$ cat src/rtl/slru_pkg.sv
// ---------------------------------------------------------------------------
// slru_pkg
// Shared constants, codes, command and status types and fixed-point helpers
// of the sampled low-rank update engine.
// ---------------------------------------------------------------------------
`default_nettype none

package slru_pkg;

	localparam int ROWS     = 256;
	localparam int COLS     = 256;
	localparam int MAX_RANK = 64;

	localparam int ROW_W  = $clog2(ROWS);
	localparam int COL_W  = $clog2(COLS);
	localparam int RANK_W = $clog2(MAX_RANK);
	localparam int CNT_W  = RANK_W + 1;

	localparam int LEFT_DEPTH  = MAX_RANK * ROWS;
	localparam int RIGHT_DEPTH = MAX_RANK * COLS;

	localparam int WORD_W = 32;
	localparam int ACC_W  = 64;
	localparam int FRAC_W = 16;

	typedef enum logic [1:0] {
		FUNC_LEFT   = 2'd0,
		FUNC_RIGHT  = 2'd1,
		FUNC_SCALE  = 2'd2,
		FUNC_UPDATE = 2'd3
	} func_t;

	typedef enum logic [1:0] {
		REG_ALPHA = 2'd0,
		REG_BETA  = 2'd1,
		REG_RANK  = 2'd2,
		REG_NONE  = 2'd3
	} reg_idx_t;

	typedef struct packed {
		logic              ld_left;
		logic              ld_right;
		logic              ld_scale;
		logic              capture;
		logic              init_acc;
		logic              issue;
		logic [RANK_W-1:0] rank_pos;
		logic              load_out;
	} slru_cmd_t;

	typedef struct packed {
		logic             pipe_busy;
		logic [CNT_W-1:0] rank_eff;
	} slru_status_t;

	// true when a product shifted down by the fraction does not fit in a word
	function automatic logic q16_ovf(input logic signed [ACC_W-1:0] p);
		logic signed [ACC_W-1:0] s;
		s = p >>> FRAC_W;
		return !((&s[ACC_W-1:WORD_W-1]) || !(|s[ACC_W-1:WORD_W-1]));
	endfunction

	// floor of p / 2^16, clamped to a signed word
	function automatic logic signed [WORD_W-1:0] q16_sat(input logic signed [ACC_W-1:0] p);
		logic signed [ACC_W-1:0] s;
		s = p >>> FRAC_W;
		if (!q16_ovf(p)) begin
			return s[WORD_W-1:0];
		end else if (s[ACC_W-1]) begin
			return {1'b1, {(WORD_W-1){1'b0}}};
		end else begin
			return {1'b0, {(WORD_W-1){1'b1}}};
		end
	endfunction

endpackage

`default_nettype wire

$ cat src/rtl/slru_ctrl.sv
// ---------------------------------------------------------------------------
// slru_ctrl
// Controller: takes input beats, issues rank positions into the term
// pipeline, waits for it to drain and hands the result to the output.
// ---------------------------------------------------------------------------
`default_nettype none

module slru_ctrl
	import slru_pkg::*;
(
	input  wire logic         clk,
	input  wire logic         arst_n,
	input  wire logic         in_valid,
	input  wire logic [1:0]   in_func,
	output logic              in_ready,
	output logic              out_valid,
	input  wire logic         out_ready,
	input  wire slru_status_t status,
	output slru_cmd_t         cmd
);

	typedef enum logic [2:0] {
		ST_IDLE,
		ST_INIT,
		ST_RUN,
		ST_DRAIN,
		ST_FIN
	} state_t;

	state_t           state_q;
	logic [CNT_W-1:0] cnt_q;
	logic             in_fire;
	logic             out_free;

	assign in_ready = (state_q == ST_IDLE);
	assign in_fire  = in_valid && in_ready;
	assign out_free = !out_valid || out_ready;

	always_comb begin
		cmd          = '0;
		cmd.ld_left  = in_fire && (func_t'(in_func) == FUNC_LEFT);
		cmd.ld_right = in_fire && (func_t'(in_func) == FUNC_RIGHT);
		cmd.ld_scale = in_fire && (func_t'(in_func) == FUNC_SCALE);
		cmd.capture  = in_fire && (func_t'(in_func) == FUNC_UPDATE);
		cmd.init_acc = (state_q == ST_INIT);
		cmd.issue    = (state_q == ST_RUN) && (cnt_q < status.rank_eff);
		cmd.rank_pos = cnt_q[RANK_W-1:0];
		cmd.load_out = (state_q == ST_FIN) && out_free;
	end

	always_ff @(posedge clk or negedge arst_n) begin
		if (!arst_n) begin
			state_q   <= ST_IDLE;
			cnt_q     <= '0;
			out_valid <= 1'b0;
		end else begin
			if (cmd.load_out) begin
				out_valid <= 1'b1;
			end else if (out_ready) begin
				out_valid <= 1'b0;
			end
			case (state_q)
				ST_IDLE: begin
					if (cmd.capture) begin
						state_q <= ST_INIT;
					end
				end
				ST_INIT: begin
					cnt_q   <= '0;
					state_q <= ST_RUN;
				end
				ST_RUN: begin
					if (cnt_q < status.rank_eff) begin
						cnt_q <= cnt_q + 1'b1;
					end else begin
						state_q <= ST_DRAIN;
					end
				end
				ST_DRAIN: begin
					if (!status.pipe_busy) begin
						state_q <= ST_FIN;
					end
				end
				ST_FIN: begin
					if (out_free) begin
						state_q <= ST_IDLE;
					end
				end
				default: state_q <= ST_IDLE;
			endcase
		end
	end

`ifndef SYNTHESIS
	a_out_after_drain: assert property (@(posedge clk) disable iff (!arst_n)
		cmd.load_out |-> !status.pipe_busy)
		else $error("result taken while terms still in flight");

	a_issue_in_rank: assert property (@(posedge clk) disable iff (!arst_n)
		cmd.issue |-> (CNT_W'(cmd.rank_pos) < status.rank_eff))
		else $error("rank position issued beyond rank");

	a_update_blocks: assert property (@(posedge clk) disable iff (!arst_n)
		cmd.capture |=> !in_ready)
		else $error("input taken during an update");

	a_no_overwrite: assert property (@(posedge clk) disable iff (!arst_n)
		(out_valid && !out_ready) |-> !cmd.load_out)
		else $error("pending result overwritten");
`endif

endmodule

`default_nettype wire
$ cat config.mk
export PLATFORM = sky130hd
export DESIGN_NAME = slru_ctrl
export DESIGN_NICKNAME = d
export VERILOG_FILES = /design/src/rtl/slru_pkg.sv /design/src/rtl/slru_ctrl.sv
export SDC_FILE = /design/constraint.sdc
export NUM_CORES = 1
export LEC_CHECK = 0
export ABC_AREA = 1
export BUFFER_PORTS_ARGS = -buffer_cell sky130_fd_sc_hd__buf_2
export CORE_ASPECT_RATIO = 0.8
export CORE_MARGIN = 3
export CORE_UTILIZATION = 35
export CTS_BUF_LIST = sky130_fd_sc_hd__clkbuf_4
export CTS_CLUSTER_SIZE = 28
export DETAILED_ROUTE_END_ITERATION = 12
export PLACE_DENSITY_LB_ADDON = 0.15
export SYNTH_ARGS = -nofsm -noshare
export SYNTH_HDL_FRONTEND = slang
export SYNTH_SLANG_ARGS = --single-unit
$ cat constraint.sdc
create_clock -name clk -period 2.2 [get_ports clk]
set_input_delay 0 -clock clk [delete_from_list [all_inputs] [get_ports clk]]
set_output_delay 0 -clock clk [all_outputs]
set_load 0.01 [all_outputs]
# After elaboration in Yosys (flattened, before gate mapping)
# Index checks and enable logic that the tools add are counted.
word_totals:
  register_bits: 11
  inputBits: 14
  output_inout_bits: 15
  word_cells: 41
classes:
  add_sub_neg: 1
  n_lt_le_gt_ge: 1
  eq_ne: 12
  mux: 9
  n_reduce_logical: 15
ops:
  columns: ["operator", "count"]
  rows:
  - ["$pmux 3 s5", 1]
  - ["$pmux 7 s2", 1]
  - ["$mux 3", 4]
  - ["$add 7x1->7 const B", 1]
  - ["$logic_and 1x1->1", 7]
  - ["$lt 7x7->1", 1]
  - ["$mux 7", 1]
  - ["$eq 3x2->1 const B", 2]
  - ["$ne 2x2->1 const B", 3]
  - ["$eq 2x2->1 const B", 2]
  - ["$ne 2x1->1 const B", 2]
  - ["$reduce_and 4->1", 1]
  - ["$reduce_bool 2->1", 2]
  - ["$eq 3x1->1 const B", 1]
  - ["$eq 3x3->1 const B", 1]
  - ["$logic_not 3->1", 1]
  - ["$eq 2x1->1 const B", 1]
  - ["$logic_not 2->1", 1]
  - ["$mux 1", 2]
  - ["$reduce_and 2->1", 1]
  - ["$logic_not 1->1", 1]
  - ["$logic_or 1x1->1", 1]

# Depth between registers and ports, before layout
# Gate-level depths: netlist of run 1.
depth:
  depth_word: 5
  mapped_depth: 11
  mapped_depth_nobuf: 11

# Least setup slack after synthesis of run 1
# OpenSTA, ideal clock, no wires.
synth_path:
  path_type: "reg-to-reg"
  startpoint: "register cnt_q[4]"
  endpoint: "register cnt_q[3]"
  arrival_time_ns: 1.313
  setup_slack_ns: 0.768
  path_stages_with_launch: 9
  n_path_buf: 0
  cell_sequence: "dfrtp_1 ha_1 nand2_1 a21oi_1 nor2_4 nand2_4 nand2_4 nand2_1 o21ai_2"
synth_via:
  elab_chain_len: 3
synth_lines:
  columns: ["element", "line_no", "text"]
  rows:
  - ["start, declared", "slru_ctrl.sv:31", "logic [CNT_W-1:0] cnt_q;"]
  - ["start signal, assigned", "slru_ctrl.sv:74", "cnt_q <= cnt_q + 1'b1;"]
  - ["$lt 7x7->1", "slru_ctrl.sv:73", "if (cnt_q < status.rank_eff) begin"]
  - ["$ne 2x1->1 (no line)", null, null]
  - ["$reduce_and 2->1 (no line)", null, null]
# No other way between the ends.
# A chain may end at the register's enable or synchronous reset.

==> results.json, run 1 <==
{
  "avgSynthCellArea_um2": 6.80,
  "fin_crit_sh_pct": 77.7,
  "slew_viol_final": 0,
  "tightest_slew_ns": 0.349,
  "p_seq_share_pct": 32.4,
  "cts_resized": 0,
  "clk_pin_slew_ns": 0.08,
  "rsz0062_at_grt": "false",
  "post_cts.repair.setup_buffers": 0,
  "max_freq_ghz": 0.585,
  "grt_usage_pct": 13.8,
  "coreArea_um2": 2290,
  "detail_route.wl_per_cell_um": 10.0,
  "setup_violations": 0,
  "status": "finished, final reports clean",
  "htree_levels": 1,
  "grt_max_degree": 12,
  "hpwl_um": 1610,
  "hold_viol": 0,
  "cp_data_arrival_time_ns": 1.71,
  "synthCells": 132,
  "fin_crit_ns": 1.71,
  "layout_common_cells": "nand2_1, buf_2, inv_1, nor2_1, dfrtp_1",
  "ys_seq_area_share_pct": 30.7,
  "drt-pass1-iter-count": 4,
  "dieHeight_um": 51.3,
  "min_from": "status[7]",
  "antenna_left": 0,
  "final_common_cell": "nand2_1",
  "crit_start": "cnt_q[2]$_DFFE_PN0P_",
  "drive_above_1_share_pct": 26.3,
  "viasPerCell": 4.40,
  "routed_wl_um": 1950,
  "fin_skew_ns": 0.00722,
  "yosysWarnings": 0,
  "critPathKind": "reg2out",
  "drt_iter0_markers": 10,
  "total_power_mw": 0.919,
  "num_io_pins": 29,
  "ff2ff_setup_slack_ns": 0.64,
  "syn_nets": 153,
  "required_ns": 2.20,
  "num_vias": 853,
  "fp.dieW_um": 62.6,
  "power_frac_clock_pct": 17.0,
  "ir_drop_mv": 0.458,
  "syn_area_um2": 897,
  "crit_fanout": 8,
  "synth_seq_cells": 11,
  "yosysUniqueCellTypes": 19,
  "globalplace.congestion": 0.789,
  "p_leak_nw": 0.654,
  "fill_cells": 235,
  "r2r-start": "cnt_q[4]$_DFFE_PN0P_",
  "worst-r2r-cell-count": 7,
  "grt-ovfl-total": 0,
  "dieArea_um2": 3210,
  "grt_pass1_vias": 828,
  "fin_ws_ns": 0.491,
  "num_rows": 15,
  "area_delta_synth_final_pct": 20.9,
  "drc_errors": 0,
  "place_ws_ns": 0.649,
  "cts_tree": "yes",
  "numClockSinks": 11,
  "combPwrFrac_pct": 50.5,
  "start_kind": "flip-flop",
  "clkLatencyLatePin_ns": 0.27,
  "initial_core_util_pct": 39.2,
  "r2r-end": "cnt_q[5]$_DFFE_PN0P_",
  "hold_class": "in2reg",
  "maxCapViolCount": 0,
  "cts_buffers": 3,
  "clockBufferDepth": 2,
  "port_buffers": 28,
  "grt_pass1_wl_um": 3530,
  "endpoint": "cmd[7]",
  "finalSetupTns_ns": 0,
  "p_sw_mw": 0.425,
  "layout.nets": 182,
  "endpoint_kind": "output port",
  "switching_share_pct": 46.2,
  "num_antenna_cells": 0,
  "cellInternalPower_mw": 0.494,
  "utilization_pct": 47.4,
  "cts-root-buf": "clkbuf_4",
  "power_density_nw_per_um2": 847,
  "max-slew-margin-rel_pct": 76.5,
  "antenna_found_initial": 0
}
-- worst max-delay path: stages, from the launching register on --
cell	delay (ns)
dfrtp_1	0.45
ha_1	0.31
a21oi_1	0.15
nand2_1	0.07
nand2_1	0.12
nand2_4	0.11
inv_2	0.10
buf_2	0.13
-- registers in the layout, indices dropped and copies added, names as in the netlist --
name	cells
cnt_q	7
state_q	3
out_valid	1
-- synth_stat cells (all sizes together) --
cell,number,share of area (%)
nand3,8,4.5
nor3b,1,0.84
or2,1,0.70
nor3,4,2.2
a21oi,3,1.7
nand2,37,17
dfrtp,11,31
nor2,15,7.4
nand4,4,2.8
inv,27,11
o21ai,8,5.7
ha,7,9.8
buf,6,5.0
-- metal layers --
layer | track usage [%] | wire, µm
met1 | 17.0 | 927
met2 | 23.5 | 898
met3 | 5.05 | 114
met4 | 2.20 | 8
met5 | 0 | 0
-- logic make-up after synthesis --
logic type               after synthesis  synth area share [%]
AO/OA/AOI/OAI                         11                  7.39
adder cells (fa/ha/maj)                7                  9.76
buffers and inverters                 33                  16.3
flip-flops                            11                  30.7
AND/OR/NAND/NOR                       70                  35.8
-- stage by stage --
step | std cells | hold slack, ns | instance area [µm²]
after floorplan | 132 | -0.296 | 897
after global placement | 188 | -0.112 | 1030
after detailed placement | 188 | -0.110 | 1030
after CTS | 194 | 0.0178 | 1080
after global routing | 194 | 0.0341 | 1080
final | 194 | 0.0275 | 1080
-- cell type report --
| type | instances | area (µm²) | share of cell area, % |
|---|---|---|---|
| flip-flops and latches | 11 | 275 | 25.4 |
| clock buffers | 4 | 30.0 | 2.77 |
| well taps | 34 | 42.5 | 3.92 |
| inverters | 27 | 101 | 9.34 |
| multi-input cells | 88 | 475 | 43.8 |
| repair buffers | 30 | 160 | 14.8 |
-- worst min-delay path by stage --
stage / to / slack, ns / cells past startpoint
floorplan: cnt_q[0]$_DFFE_PN0P_ / -0.30 / 0
global placement: cnt_q[1]$_DFFE_PN0P_ / -0.11 / 1
detailed placement: cnt_q[0]$_DFFE_PN0P_ / -0.11 / 1
CTS: state_q[0]$_DFFE_PN0P_ / 0.02 / 5
global route: state_q[0]$_DFFE_PN0P_ / 0.03 / 5
finish: state_q[0]$_DFFE_PN0P_ / 0.03 / 5
-- power by group through the flow --
stage          registers (mW)  clock network (mW)  logic, mW
5_1_grt                 0.305               0.174      0.532
6_report                0.298               0.157      0.464
4_1_cts                 0.297               0.164      0.471
2_1_floorplan           0.292                   0      0.351
3_3_place_gp            0.301                   0      0.464
3_5_place_dp            0.301                   0      0.467
-- timing repair --
item,4_1_cts,5_1_grt
hold buffers,2,0
endpoints found under the hold margin,12,0
endpoints found under the setup margin,0,0
(Power assumes the default switching activity.)
==> run 2, diff against run 1 <==
==> constraint.sdc (replaced) <==
create_clock -name clk -period 1.7 [get_ports clk]
set_input_delay 0 -clock clk [delete_from_list [all_inputs] [get_ports clk]]
set_output_delay 0 -clock clk [all_outputs]
set_load 0.01 [all_outputs]
==> run 2 against run 1 <==
Core utilization rose by 4.4 points. Hold slack improved by 0.012 ns. Sequential share of layout area fell by 1.9 points. Largest power group unchanged. Largest cell class unchanged.
==> results.json, run 2 (synthesis results as in run 1) <==
{
  "crit_slowest_cell": "dfrtp_2",
  "instances_no_fill": 204,
  "antenna_left": 0,
  "crit_start": "cnt_q[4]$_DFFE_PN0P_",
  "critPathKind": "reg2out",
  "num_antenna_cells": 0,
  "dieHeight_um": 51.3,
  "globalplace.congestion": 0.811,
  "endpoint_kind": "output port",
  "start_kind": "flip-flop",
  "max-slew-margin-rel_pct": 76.8,
  "max_stage_delay_ns": 0.43,
  "dp_cells": 190,
  "critical_path_depth": 7,
  "holdWs_ns": 0.0397,
  "cts_tree": "yes",
  "worst-r2r-cell-count": 9,
  "antenna_found_initial": 0,
  "drt-pass1-iter-count": 4,
  "maxCapViolCount": 0,
  "fin_skew_ns": 0.00668,
  "drive_above_1_share_pct": 34.1,
  "ir_drop_mv": 0.472,
  "drt_iter0_markers": 35,
  "required_ns": 1.70,
  "grt_max_degree": 12,
  "ff2ff_setup_slack_ns": 0.11,
  "crit_fanout": 6,
  "placed_area_um2": 1050,
  "clk_pin_slew_ns": 0.07,
  "fin_crit_sh_pct": 94.5,
  "cp_data_arrival_time_ns": 1.61,
  "finalSetupTns_ns": 0,
  "clockBufferDepth": 2,
  "fin_crit_ns": 1.61,
  "tightest_slew_ns": 0.345,
  "crit_family": "flip-flops",
  "hpwl_um": 1660,
  "hold_viol": 0,
  "numClockSinks": 11,
  "detail_route.wl_per_cell_um": 10.1,
  "htree_levels": 1,
  "grt-ovfl-total": 0,
  "final_common_cell": "nand2_1",
  "clkLatencyLatePin_ns": 0.27,
  "fp.dieW_um": 62.6,
  "largest_reg_flops": 7,
  "max_freq_ghz": 0.623,
  "r2r-start": "cnt_q[4]$_DFFE_PN0P_",
  "port_buffers": 28,
  "area_delta_synth_final_pct": 32.1,
  "num_vias": 887,
  "setup_violations": 0,
  "grt_usage_pct": 13.9,
  "utilization_pct": 51.7,
  "cts-root-buf": "clkbuf_4",
  "endpoint": "cmd[7]",
  "hold_class": "in2reg",
  "routed_wl_um": 2060,
  "total_power_mw": 1.31,
  "grt_pass1_wl_um": 3490,
  "dieArea_um2": 3210,
  "place_ws_ns": 0.101,
  "p_leak_nw": 0.704,
  "largestRegisters": "cnt_q x7, state_q x3, out_valid x1",
  "worst-path-buf-inv": 2,
  "r2r-end": "state_q[1]$_DFFE_PN0P_",
  "grt_pass1_vias": 800,
  "num_io_pins": 29,
  "layout_common_cells": "nand2_1, buf_2, inv_1, nor2_1, buf_4",
  "power_density_nw_per_um2": 1100,
  "status": "finished, final reports clean",
  "top_register": "cnt_q",
  "num_rows": 15,
  "fin_ws_ns": 0.0941,
  "cts_buffers": 3,
  "final_area_um2": 1180,
  "slew_viol_final": 0,
  "coreArea_um2": 2290,
  "initial_core_util_pct": 39.2,
  "cp_cell_sequence": "ha_1, nand2_1, a21oi_2, nor2_4, nand2_4, inv_4, buf_6",
  "layout.nets": 192,
  "drc_errors": 0,
  "viasPerCell": 4.35
}
run 2: report_power, final:
group	switching (mW)	internal, mW	total, mW
Sequential	0.0618	0.319	0.381
Clock	0.0903	0.107	0.197
Combinational	0.425	0.303	0.728
run 2: repair_timing:
item                       4_1_cts  5_1_grt
resized for setup                1        7
setup endpoints to repair        1        4
buffers inserted                 0        8
hold endpoints to repair        12        0
cloned                           0        0
hold buffers                     2        0
pin swaps                        0        3
run 2: worst min-delay path: stages:
cell     delay (ns)
buf_2          0.09
inv_1          0.04
nor2_1         0.05
inv_1          0.04
nand2_1        0.04
run 2: cell type report:
type | instances | area [µm²]
repair buffers | 40 | 241
well taps | 34 | 42.5
inverters | 27 | 104
flip-flops and latches | 11 | 278
multi-input cells | 88 | 489
fillers | 244 | 1100
clock buffers | 4 | 30.0
run 2: worst min-delay path by stage:
stage,from,end,slack (ns),cells after the start
floorplan,arst_n,cnt_q[0]$_DFFE_PN0P_,-0.30,0
global placement,arst_n,cnt_q[0]$_DFFE_PN0P_,-0.11,1
detailed placement,arst_n,cnt_q[0]$_DFFE_PN0P_,-0.11,1
CTS,status[7],state_q[0]$_DFFE_PN0P_,0.03,5
global route,status[7],state_q[0]$_DFFE_PN0P_,0.05,5
finish,status[7],state_q[0]$_DFFE_PN0P_,0.04,5
run 2: per-layer routing:
metal	up-vias	track usage, %	share of wire (%)
met3	0	5.71	4.6
met2	17	23.5	46
met5	-	0	0
li1	482	-	-
met1	388	17.2	49
met4	0	1.10	0
==> run 3, diff against run 2 <==
--- a/config.mk
+++ b/config.mk
@@ -6,13 +6,13 @@
 export NUM_CORES = 1
 export LEC_CHECK = 0
 export ABC_AREA = 1
-export BUFFER_PORTS_ARGS = -buffer_cell sky130_fd_sc_hd__buf_2
 export CORE_ASPECT_RATIO = 0.8
 export CORE_MARGIN = 3
 export CORE_UTILIZATION = 35
 export CTS_BUF_LIST = sky130_fd_sc_hd__clkbuf_4
 export CTS_CLUSTER_SIZE = 28
 export DETAILED_ROUTE_END_ITERATION = 12
+export DONT_BUFFER_PORTS = 1
 export PLACE_DENSITY_LB_ADDON = 0.15
 export SYNTH_ARGS = -nofsm -noshare
 export SYNTH_HDL_FRONTEND = slang
==> run 3 against run 2 <==
Via count decreased by 7.9%. Sequential power increased by 2%. Maximum frequency increased by 2.9%. Worst setup slack improved by 0.045 ns. Sequential share of layout area increased by 4.0 points. Final cell count decreased by 15%.
==> results.json, run 3 (synthesis results as in run 1) <==
{
  "maxCapViolCount": 0,
  "cp_data_arrival_time_ns": 1.56,
  "top_register": "cnt_q",
  "fin_crit_sh_pct": 91.8,
  "numClockSinks": 11,
  "max_stage_delay_ns": 0.40,
  "endpoint_kind": "output port",
  "start_kind": "flip-flop",
  "clockBufferDepth": 2,
  "drive_above_1_share_pct": 15.1,
  "cts_tree": "yes",
  "setup_violations": 0,
  "cts-root-buf": "clkbuf_4",
  "num_rows": 15,
  "slew_viol_final": 0,
  "largestRegisters": "cnt_q x7, state_q x3, out_valid x1",
  "grt-ovfl-total": 0,
  "worst-path-buf-inv": 1,
  "num_io_pins": 29,
  "fill_cells": 267,
  "grt_pass1_wl_um": 3220,
  "grt_usage_pct": 12.9,
  "drt-pass1-iter-count": 4,
  "cp_cell_sequence": "ha_1, a21oi_1, nand2_2, nor2_4, nand2_4, inv_2",
  "cts_buffers": 3,
  "hold_class": "in2reg",
  "fp.dieW_um": 62.6,
  "antenna_found_initial": 0,
  "drc_errors": 0,
  "p_leak_nw": 0.560,
  "clkLatencyLatePin_ns": 0.28,
  "max_freq_ghz": 0.641,
  "ir_drop_mv": 0.714,
  "antenna_left": 0,
  "routed_wl_um": 2010,
  "final_common_cell": "nand2_1",
  "initial_core_util_pct": 39.2,
  "drt_iter0_markers": 36,
  "fin_crit_ns": 1.56,
  "required_ns": 1.70,
  "area_delta_synth_final_pct": 11.9,
  "power_density_nw_per_um2": 1150,
  "max-slew-margin-rel_pct": 63.7,
  "hold_viol": 0,
  "placed_area_um2": 940,
  "final_area_um2": 1000,
  "layout.nets": 161,
  "clk_pin_slew_ns": 0.08,
  "fin_skew_ns": 0.00311,
  "crit_slowest_cell": "dfrtp_1",
  "grt_max_degree": 12,
  "num_antenna_cells": 0,
  "viasPerCell": 4.72,
  "detail_route.wl_per_cell_um": 11.6,
  "status": "finished, final reports clean",
  "grt_pass1_vias": 716,
  "globalplace.congestion": 0.812,
  "total_power_mw": 1.16,
  "largest_reg_flops": 7,
  "critPathKind": "reg2out",
  "dieArea_um2": 3210,
  "coreArea_um2": 2290,
  "layout_common_cells": "nand2_1, inv_1, nor2_1, dfrtp_1, nand3_1",
  "dieHeight_um": 51.3,
  "num_vias": 817,
  "htree_levels": 1,
  "ff2ff_setup_slack_ns": 0.15,
  "port_buffers": 0,
  "tightest_slew_ns": 0.542,
  "crit_fanout": 8,
  "crit_family": "flip-flops",
  "hpwl_um": 1620
}
-- run 3: changes by cell type in the layout (fill, tap and decap cells not counted), moves of 2 or more --
cell | before | now
buf_4 | 10 | 6
a21oi_1 | 0 | 2
buf_2 | 27 | 0
dfrtp_2 | 2 | 0
a21oi_2 | 3 | 1
dfrtp_1 | 9 | 11
-- run 3: tightest hold or removal path, cell delays in order --
cell and delay [ns]:
inv_1 0.05, o21ai_2 0.08, nand4_1 0.08, nand2_1 0.05
-- run 3: power breakdown --
part | internal [mW] | switching, mW
Combinational | 0.188 | 0.371
Clock | 0.107 | 0.102
Sequential | 0.317 | 0.0699
-- run 3: worst paths after layout --
check                                             from                endpoint  cells past startpoint
worst min register to register  state_q[2]$_DFFE_PN0P_   out_valid$_DFFE_PN0P_                      2
min in group asynchronous                       arst_n    cnt_q[1]$_DFFE_PN0P_                      1
max in group asynchronous                       arst_n    cnt_q[2]$_DFFE_PN0P_                      1
worst max register to register    cnt_q[6]$_DFFE_PN0P_    cnt_q[6]$_DFFE_PN0P_                      7
worst max-delay path              cnt_q[6]$_DFFE_PN0P_                  cmd[7]                      6
worst min-delay path                          in_valid  state_q[1]$_DFFE_PN0P_                      4
-- run 3: final cells by class --
cell class                 count  area [µm²]  share of cell area, %
clock buffer                   4        30.0                   2.99
inverter                      27         101                   10.1
multi-input combinational     88         479                   47.8
sequential                    11         275                   27.4
tap                           34        42.5                   4.24
timing repair buffer           9        75.1                   7.48
-- run 3: metal layers --
| layer | part of all wire (%) | track usage [%] | vias up |
|---|---|---|---|
| li1 | - | - | 420 |
| met2 | 43 | 19.1 | 26 |
| met3 | 7.6 | 5.49 | 2 |
| met4 | 0.40 | 2.20 | 0 |
| met5 | 0 | 0 | - |
| met1 | 49 | 17.6 | 369 |
-- run 3: what timing repair did --
| action | in CTS | in global routing |
|---|---|---|
| resized for setup | 0 | 1 |
| endpoints found under the hold margin | 14 | 0 |
| hold buffers | 3 | 0 |
| buffers inserted | 0 | 0 |
| setup endpoints to repair | 0 | 2 |
-- run 3: metrics by stage --
step / hold WS, ns / TNS (ns) / setup slack (ns) / instances / utilization [%]
2_1_floorplan: -0.296 / 0 / 0.268 / 132 / -
3_3_place_gp: -0.295 / 0 / 0.147 / 166 / 41.0
3_5_place_dp: -0.295 / 0 / 0.144 / 166 / 41.0
4_1_cts: 0.0110 / 0 / 0.124 / 173 / 43.7
5_1_grt: 0.0215 / -0.000245 / -0.000245 / 173 / 43.8
6_report: 0.0145 / 0 / 0.139 / 173 / 43.8
